**src/rtl/ira_pkg.sv**
```systemverilog
// ---------------------------------------------------------------------------
// INDI rate controller package
// Fixed-point widths, item types, codes and saturating helpers.
// ---------------------------------------------------------------------------
package ira_pkg;

  localparam int DW = 32;           // data width
  localparam int FB = 16;           // fraction bits
  localparam int NW = DW + FB;      // scaled dividend width
  localparam int CFG_IDX_W = 3;

  typedef logic signed [DW-1:0] fx_t;
  typedef logic signed [DW:0]   fxw_t;   // one guard bit

  localparam fx_t FX_MAX  = fx_t'({1'b0, {(DW-1){1'b1}}});
  localparam fx_t FX_MIN  = fx_t'({1'b1, {(DW-1){1'b0}}});
  localparam fx_t FX_ONE  = fx_t'(1) <<< FB;
  localparam fx_t FX_HALF = fx_t'(1) <<< (FB - 1);

  // Request codes
  localparam logic [1:0] REQ_UPDATE = 2'd0;
  localparam logic [1:0] REQ_SET    = 2'd1;
  localparam logic [1:0] REQ_CLEAR  = 2'd2;
  localparam logic [1:0] REQ_UNUSED = 2'd3;

  // Register indexes
  localparam logic [CFG_IDX_W-1:0] CFG_EFF  = 3'd0;
  localparam logic [CFG_IDX_W-1:0] CFG_GAIN = 3'd1;
  localparam logic [CFG_IDX_W-1:0] CFG_TAU  = 3'd2;
  localparam logic [CFG_IDX_W-1:0] CFG_LO   = 3'd3;
  localparam logic [CFG_IDX_W-1:0] CFG_HI   = 3'd4;

  typedef struct packed {
    logic [1:0] req_type;
    fx_t        rate_setpoint;
    fx_t        rate_measured;
    fx_t        time_step;
    fx_t        applied_command;
  } in_item_t;

  typedef struct packed {
    fx_t  command;
    logic seeded;
  } out_item_t;

  // Clip a wide signed value to the data range
  function automatic fx_t fx_sat(input logic signed [2*DW:0] x);
    logic signed [2*DW:0] hi;
    logic signed [2*DW:0] lo;
    hi = {{(DW+1){1'b0}}, FX_MAX};
    lo = {{(DW+1){1'b1}}, FX_MIN};
    if (x > hi) return FX_MAX;
    if (x < lo) return FX_MIN;
    return x[DW-1:0];
  endfunction

  function automatic fx_t fx_add(input fx_t a, input fx_t b);
    logic signed [2*DW:0] s;
    s = {{(DW+1){a[DW-1]}}, a} + {{(DW+1){b[DW-1]}}, b};
    return fx_sat(s);
  endfunction

  function automatic fx_t fx_sub(input fx_t a, input fx_t b);
    logic signed [2*DW:0] s;
    s = {{(DW+1){a[DW-1]}}, a} - {{(DW+1){b[DW-1]}}, b};
    return fx_sat(s);
  endfunction

  // Drop fraction bits of a product, round half up, clip
  function automatic fx_t fx_rnd(input logic signed [2*DW-1:0] p);
    logic signed [2*DW:0] t;
    t = $signed({p[2*DW-1], p}) + $signed({{(2*DW+1-FB){1'b0}}, {1'b1, {(FB-1){1'b0}}}});
    t = t >>> FB;
    return fx_sat(t);
  endfunction

endpackage

```
**src/rtl/ira_div.sv**
```systemverilog
// ---------------------------------------------------------------------------
// INDI rate controller divider
// Shared restoring divider, one quotient bit per cycle, Q-format scaled,
// rounded half away from zero and clipped to the data range.
// ---------------------------------------------------------------------------
module ira_div (
  input  logic          clk_i,
  input  logic          rst_ni,
  input  logic          start_i,
  input  ira_pkg::fx_t  num_i,
  input  ira_pkg::fxw_t den_i,
  output logic          done_o,
  output ira_pkg::fx_t  quot_o
);
  import ira_pkg::*;

  localparam int CW = $clog2(NW + 1);

  logic [NW-1:0] un_q;
  logic [NW-1:0] quo_q;
  logic [DW:0]   ud_q;
  logic [DW:0]   rem_q;
  logic          neg_q;
  logic [CW-1:0] cnt_q;
  logic          busy_q;
  logic          done_q;

  logic [DW-1:0] ua;
  logic [DW:0]   ud;
  logic [NW-1:0] un;
  logic [DW+1:0] rem_sh;
  logic          qbit;
  logic [DW:0]   rem_d;

  // Operand magnitudes and rounding bias
  always_comb begin
    ua = num_i[DW-1] ? DW'(-num_i) : DW'(num_i);
    ud = den_i[DW] ? (DW+1)'(-den_i) : (DW+1)'(den_i);
    un = (NW'(ua) << FB) + NW'(ud >> 1);
  end

  // One restoring step
  always_comb begin
    rem_sh = {rem_q, un_q[NW-1]};
    qbit   = rem_sh >= {1'b0, ud_q};
    rem_d  = qbit ? (DW+1)'(rem_sh - {1'b0, ud_q}) : rem_sh[DW:0];
  end

  always_ff @(posedge clk_i or negedge rst_ni) begin
    if (!rst_ni) begin
      busy_q <= 1'b0;
      done_q <= 1'b0;
      cnt_q  <= '0;
    end else begin
      done_q <= 1'b0;
      if (start_i) begin
        busy_q <= 1'b1;
        cnt_q  <= CW'(NW);
      end else if (busy_q) begin
        cnt_q <= cnt_q - 1'b1;
        if (cnt_q == CW'(1)) begin
          busy_q <= 1'b0;
          done_q <= 1'b1;
        end
      end
    end
  end

  // Datapath registers
  always_ff @(posedge clk_i) begin
    if (start_i) begin
      un_q  <= un;
      ud_q  <= ud;
      rem_q <= '0;
      quo_q <= '0;
      neg_q <= num_i[DW-1] ^ den_i[DW];
    end else if (busy_q) begin
      un_q  <= un_q << 1;
      rem_q <= rem_d;
      quo_q <= {quo_q[NW-2:0], qbit};
    end
  end

  // Clip and apply sign
  always_comb begin
    if (quo_q > NW'(FX_MAX)) begin
      quot_o = neg_q ? FX_MIN : FX_MAX;
    end else begin
      quot_o = neg_q ? fx_t'(-quo_q[DW-1:0]) : fx_t'(quo_q[DW-1:0]);
    end
  end

  assign done_o = done_q;

endmodule

```
**config.mk**
```make
export PLATFORM = sky130hd
export DESIGN_NAME = ira_div
export DESIGN_NICKNAME = d
export VERILOG_FILES = /design/src/rtl/ira_pkg.sv /design/src/rtl/ira_div.sv
export SDC_FILE = /design/constraint.sdc
export NUM_CORES = 1
export LEC_CHECK = 0
export BUFFER_PORTS_ARGS = -buffer_cell sky130_fd_sc_hd__buf_2
export CORE_MARGIN = 3
export CORE_UTILIZATION = 55
export DETAILED_ROUTE_END_ITERATION = 6
export MAX_ROUTING_LAYER = met4
export PLACE_DENSITY = 0.77
export REMOVE_ABC_BUFFERS = 1
export SYNTH_ARGS = -nofsm -noshare
export SYNTH_HDL_FRONTEND = slang
export SYNTH_SLANG_ARGS = --single-unit
export TNS_END_PERCENT = 30
```
**constraint.sdc**
```tcl
create_clock -name clk_i -period 3.15 [get_ports clk_i]
set_input_delay 0.63 -clock clk_i [delete_from_list [all_inputs] [get_ports clk_i]]
set_output_delay 0.63 -clock clk_i [all_outputs]
set_load 0.02 [all_outputs]
```
==> results.yml, run 1 <==
grt:
  grt_pass1_vias: 11700
  grt_max_degree: 74
  grt_usage_pct: 31.5
  grt_overflow_total: 0
  grt_pass1_wl_um: 59500
  antenna_found_initial: 1
cts:
  worst_skew_pair.late_latency_ns: 0.43
  cts.clk_slew.worst_paths_ns: 0.07
  cts.path.max_buffers: 2
  cts_tree: "yes"
  cts_inserted_buffers: 17
  cts_htree_levels: 4
  cts.sinks: 171
  cts-root-buf: "clkbuf_16"
worst_setup_path:
  rr_startpoint: "un_q[47]"
  cp_slowest_stage_delay_ns: 0.39
  cp_slowest_cell: "or3_4"
  worstSetupEndpointType: "flip-flop"
  start_kind: "input pin"
  critical_path.endpoint: "un_q[43]"
  cp.arrival_ns: 5.03
  crit_cells: 20
  startpoint: "den_i[3]"
  worst-r2r-setup-slack_ns: -0.11
  cp.required_ns: 3.34
  crit_buf_inv: 4
  worstPathCellList: "buf_6 -> or3_4 -> buf_4 -> or2_2 -> nor2_1 -> nand3_1 -> buf_4 -> o21ai_1 -> xnor2_1 -> ha_1 -> or2_2 -> a21oi_4 -> a211oi_4 -> o21ai_4 -> a211oi_4 -> o21ai_4 -> buf_6 -> nor3_4 -> xnor2_1 -> mux2_4"
  r2r_cells: 12
  cpLargestDelayFamily: "simple AND/OR/NAND/NOR gates"
  worstReg2RegEnd: "rem_q[21]"
  critPathKind: "input pin to flip-flop"
  cp_max_fo: 4
synth:
  yosysWarningCount: 0
  synth_edf_count: 82
  synth_area_um2: 12000
  synth_ff_type: "edfxtp_1"
  synthArstFlopShare_pct: 4.68
  synth_cell_types: 78
  synth-seq-cells: 171
  avgSynthCellArea_um2: 8.71
  synthCells: 1375
  ys_seq_area_share_pct: 35.8
status:
  failed_checks: "setup timing"
  status: "complete, but fails checks"
route:
  drc_errors: 0
  routedWlPerCell_um: 21.0
  vias: 12600
  drt-total-wl_um: 41200
  via_per_inst: 6.42
  drt-initial-drc-count: 1282
  ant_nets: 0
  first_pass_iters: 6
power_and_ir_drop:
  power_mw: 6.78
  powerDensity_nw_per_um2: 423
  vdd_drop_max_mv: 0.373
  p_leak_nw: 7.43
timing:
  setup_slack_ns: -1.69
  fin_worst_skew_ns: 0.0132
  worst_pin_slew_ns: 0.760
  fin_crit_sh_pct: 154
  setup_viol: 65
  rsz0062_at_grt: "yes"
  relSlewSlack_pct: 49.0
  fmax_mhz: 207
  hold_viol: 0
  finalCriticalPeriod_ns: 4.84
  slew_violations: 0
floorplan:
  rows: 53
  core-area_um2: 21200
  io_pins: 101
  start_util_pct: 56.5
  dieArea_um2: 23600
  die_h_um: 154
  die_w_um: 154
place:
  gp_congestion: 0.954
  hpwlAfterDp_um: 24100
  dpl_cell_area_um2: 14300
  portBuffers: 100
layout:
  multiInputGateArea_um2: 8020
  areaGrowthSynthToFinish_pct: 33.9
  nFillCells: 1348
  fin_area_um2: 16000
  layout-drive-gt1-share_pct: 32.8
  nets: 1800
  ff_latch_area_um2: 4290
flow_run:
  cap_violations: 0
worst_hold_path:
  hold_path_class: "input pin to asynchronous set/reset pin"
==> how the worst min path moves through the flow <==
stage	from	cells past startpoint	to
after floorplan	rst_ni	0	busy_q
after global placement	rst_ni	1	cnt_q[0]
after detailed placement	rst_ni	1	cnt_q[0]
after CTS	rst_ni	1	cnt_q[1]
after global routing	rst_ni	1	cnt_q[2]
final	rst_ni	1	cnt_q[2]
==> what timing repair did <==
action	CTS	global route
resized for setup	138	84
endpoints found under the setup margin	89	89
buffers inserted	13	15
hold buffers	0	0
pin swaps	56	46
==> logic make-up (layout without fill, tap and decap cells) <==
family,after synthesis,in the layout,synth area share (%)
AO/OA/AOI/OAI,339,339,19.5
XOR/XNOR,108,108,7.89
adder cells (fa/ha/maj),55,55,5.87
buffers and inverters,138,453,4.39
flip-flops,171,171,35.8
multiplexers,79,79,6.85
other,0,1,0
AND/OR/NAND/NOR,485,485,19.8
==> worst reg2reg max path: stages (launching register included) <==
cell	delay, ns
edfxtp_1	0.45
inv_1	0.12
ha_2	0.22
fa_2	0.23
nor2b_2	0.06
o31a_1	0.28
o31ai_2	0.25
o21ai_1	0.14
a311o_1	0.34
o21ai_4	0.33
buf_8	0.23
nand2_1	0.12
a311oi_1	0.37
==> cells in the mapped netlist (4+ instances only) <==
library cell | instances | area (um^2)
o21ai_0 | 70 | 350
nor3_1 | 28 | 140
a21oi_1 | 64 | 320
or4_1 | 10 | 75.1
nand4_1 | 11 | 68.8
mux2_2 | 24 | 270
and2_1 | 9 | 56.3
or3_1 | 23 | 144
o21a_1 | 10 | 75.1
a31oi_1 | 8 | 50.1
xor2_1 | 31 | 272
nor4_1 | 16 | 100
a211oi_1 | 33 | 248
o41ai_1 | 19 | 166
nor2b_1 | 8 | 50.1
buf_2 | 5 | 25.0
o31a_1 | 6 | 52.6
inv_1 | 69 | 259
or2_2 | 8 | 50.1
o211ai_1 | 13 | 97.6
o22ai_1 | 4 | 25.0
a221o_1 | 9 | 90.1
mux2i_1 | 55 | 551
dfrtp_1 | 8 | 200
nand2b_1 | 20 | 125
nand2_1 | 96 | 360
a21o_1 | 23 | 173
o311ai_0 | 10 | 87.6
buf_1 | 5 | 18.8
nor2_1 | 199 | 747
clkbuf_1 | 55 | 206
o31ai_1 | 28 | 210
o21bai_1 | 4 | 30.0
ha_1 | 53 | 663
and3_1 | 9 | 56.3
o211a_1 | 7 | 70.1
a22oi_1 | 4 | 30.0
nand3_1 | 20 | 100
xnor2_1 | 77 | 674
dfxtp_1 | 81 | 1620
edfxtp_1 | 82 | 2460
==> through the flow <==
step                hold WS [ns]  instances  worst slack, ns  utilization, %  TNS (ns)
CTS                       0.0300       1954            -1.39            73.4    -39.11
floorplan                  0.334       1309            -1.95               -   -168.57
detailed placement         0.487       1910            -2.31            67.4    -62.03
global route              0.0264       1966            -1.81            75.6    -53.86
global placement           0.475       1910            -2.09            67.4    -54.80
finish                    0.0287       1966            -1.69            75.6    -47.11
==> registers in the layout (all words and copies together) (netlist names) <==
register  count
busy_q        1
cnt_q         6
done_o        1
neg_q         1
quo_q        48
rem_q        33
ud_q         33
un_q         48
==> cell type report <==
| class | count | share of cell area (%) |
|---|---|---|
| well taps | 275 | 2.14 |
| diodes | 1 | 0.0156 |
| flip-flops and latches | 171 | 26.7 |
| multi-input cells | 1066 | 50.0 |
| clock inverters | 9 | 0.600 |
| clock buffers | 23 | 3.25 |
| repair buffers | 349 | 15.6 |
| inverters | 72 | 1.68 |
==> layer usage <==
layer	vias up	track usage, %	wire (um)
met3	233	4.36	3250
met5	-	-	0
li1	5629	-	-
met2	780	53.6	20000
met1	5977	38.2	15600
met4	0	11.7	2410
==> where the power goes <==
part           switching [mW]  internal (mW)
registers               0.103           2.59
logic                   0.993          0.856
clock network           0.976           1.27
==> layout by cell type (no fill, tap or decap), drive strengths merged, types with 9 or more instances in the layout <==
cell	count
buf	349
nor2	199
nand2	96
edfxtp	82
dfxtp	81
xnor2	77
inv	75
o21ai	74
a21oi	64
mux2i	55
ha	53
a211oi	33
xor2	31
nor3	29
o31ai	28
or3	24
mux2	24
a21o	23
clkbuf	23
o41ai	21
nand3	20
nand2b	20
nor4	18
o211ai	13
nand4	12
or4	12
o21a	10
o311ai	10
a221o	9
and2	9
and3	9
Power figures use the tool's default switching activity.
==> inputs of run 2 (changes only) <==
- CORE_ASPECT_RATIO: default -> 2
==> results.yml, run 2 (synthesis results as in run 1) <==
route:
  first_pass_iters: 7
  drt-initial-drc-count: 717
  drc_errors: 1
  vias: 11700
  ant_nets: 0
  via_per_inst: 5.95
  drt-total-wl_um: 34800
  routedWlPerCell_um: 17.6
layout:
  ff_latch_area_um2: 4290
  layout-drive-gt1-share_pct: 32.3
  n_antenna_cell: 0
  multiInputGateArea_um2: 7840
  nFillCells: 1502
  layout_common_cells: "buf_4 (253), nor2_1 (194), nand2_1 (94)"
  nets: 1815
  layout_commonest_cell: "buf_4"
  reg.largest.list: "quo_q: 48 flops, un_q: 48 flops"
  areaGrowthSynthToFinish_pct: 33.2
  final_util_pct: 75.2
place:
  place_ws_ns: -2.46
  gp_congestion: 0.944
  portBuffers: 100
  hpwlAfterDp_um: 24900
floorplan:
  rows: 75
  die_h_um: 215
  start_util_pct: 56.5
  core-area_um2: 21200
  dieArea_um2: 23700
  io_pins: 101
  die_w_um: 110
worst_setup_path:
  cp.required_ns: 3.35
  critPathKind: "input pin to flip-flop"
  cp.arrival_ns: 4.93
  cp_max_fo: 6
  worstSetupEndpointType: "flip-flop"
  start_kind: "input pin"
timing:
  hold_viol: 0
  setup_viol: 46
  relSlewSlack_pct: 57.0
  finalCriticalPeriod_ns: 4.73
  fin_worst_skew_ns: 0.00974
  fin_crit_sh_pct: 150
  setup_slack_ns: -1.58
  fmax_mhz: 211
  worst_pin_slew_ns: 0.645
  slew_violations: 0
  rsz0062_at_grt: "yes"
cts:
  cts.sinks: 171
  cts.path.max_buffers: 2
  cts.clk_slew.worst_paths_ns: 0.07
  cts_inserted_buffers: 17
  worst_skew_pair.late_latency_ns: 0.44
  cts_hold_buf: 0
  cts_htree_levels: 4
  cts_tree: "yes"
  cts-root-buf: "clkbuf_16"
grt:
  grt_pass1_vias: 11700
  grt_usage_pct: 29.2
  grt_max_degree: 62
  grt_overflow_total: 0
  antenna_found_initial: 0
  grt_pass1_wl_um: 53500
worst_hold_path:
  hold_path_class: "input pin to asynchronous set/reset pin"
status:
  status: "complete, but fails checks"
  failed_checks: "DRC, setup timing"
power_and_ir_drop:
  vdd_drop_max_mv: 0.280
  switchingPower_mw: 1.81
  powerDensity_nw_per_um2: 397
  p_int_mw: 4.53
  seqPwrFrac_pct: 42.4
  p_leak_nw: 7.47
  clkPwrFrac_pct: 31.3
  power_frac_comb_pct: 26.3
  p_sw_share_pct: 28.6
flow_run:
  cap_violations: 0
-- run 2: cell types whose count changed in the layout (fill, tap and decap cells not counted), sizes merged --
cell / delta
buf: +15
clkinv: +3
bufinv: -1
clkbuf: -1
diode: -1
inv: -1
-- run 2: final cells by class --
| cell class | instances | share of cell area, % |
|---|---|---|
| Sequential cell | 171 | 26.9 |
| Inverter | 72 | 1.69 |
| Tap cell | 269 | 2.11 |
| Clock buffer | 22 | 3.13 |
| Timing Repair Buffer | 364 | 16.7 |
| Clock inverter | 10 | 0.376 |
| Multi-Input combinational cell | 1066 | 49.1 |
-- run 2: through the flow --
stage / instance area (um^2) / power [mW] / hold slack, ns / TNS (ns) / std cells
2_1_floorplan: 11700 / 3.50 / 0.334 / -168.57 / 1309
3_3_place_gp: 14500 / 4.09 / 0.474 / -62.41 / 1925
3_5_place_dp: 14500 / 4.15 / 0.479 / -65.37 / 1925
4_1_cts: 15500 / 6.21 / 0.00700 / -41.14 / 1962
5_1_grt: 16000 / 6.60 / 0.0279 / -46.94 / 1974
6_report: 16000 / 6.34 / 0.0251 / -41.75 / 1974
-- run 2: final timing paths --
path                       slack (ns)         to       from  depth (start not counted)
max                             -1.58   un_q[39]   den_i[4]                         19
min                              0.03   cnt_q[2]     rst_ni                          1
max reg2reg                     -0.05  rem_q[26]   un_q[47]                         12
min reg2reg                      0.50  rem_q[28]  rem_q[28]                          2
max in group asynchronous        2.93     busy_q     rst_ni                          1
min in group clk_i               0.50  rem_q[28]  rem_q[28]                          2
-- run 2: critical path, cell delays in order --
cell and delay, ns:
buf_6 0.09, or3_4 0.38, or4_4 0.42, or2_4 0.28, nand2b_4 0.17, nand2b_4 0.16, or3_4 0.39, buf_6 0.14
nand2b_4 0.15, o21ai_4 0.16, xnor2_2 0.11, ha_1 0.32, a21o_1 0.22, a2111o_1 0.41, o21ai_4 0.30, buf_4 0.18
nor2_2 0.03, xnor2_1 0.11, mux2_4 0.26
-- run 2: power groups by stage --
stage	Combinational (mW)	Clock [mW]	Sequential, mW
2_1_floorplan	0.806	0	2.69
3_3_place_gp	1.38	0	2.72
3_5_place_dp	1.43	0	2.72
4_1_cts	1.51	2.01	2.68
5_1_grt	1.80	2.10	2.70
6_report	1.67	1.99	2.69
-- run 2: what timing repair did --
item | in CTS | in global routing
endpoints found under the setup margin | 78 | 91
resized for setup | 90 | 89
setup buffers | 6 | 14
pin swaps | 30 | 31
-- run 2: per-layer routing --
metal / track usage [%] / share of wire, % / vias to the layer above
met2: 55.1 / 56 / 360
met4: 16.0 / 6.1 / 0
met1: 26.8 / 34 / 5583
met5: - / 0 / -
li1: - / - / 5655
met3: 4.14 / 3.2 / 140
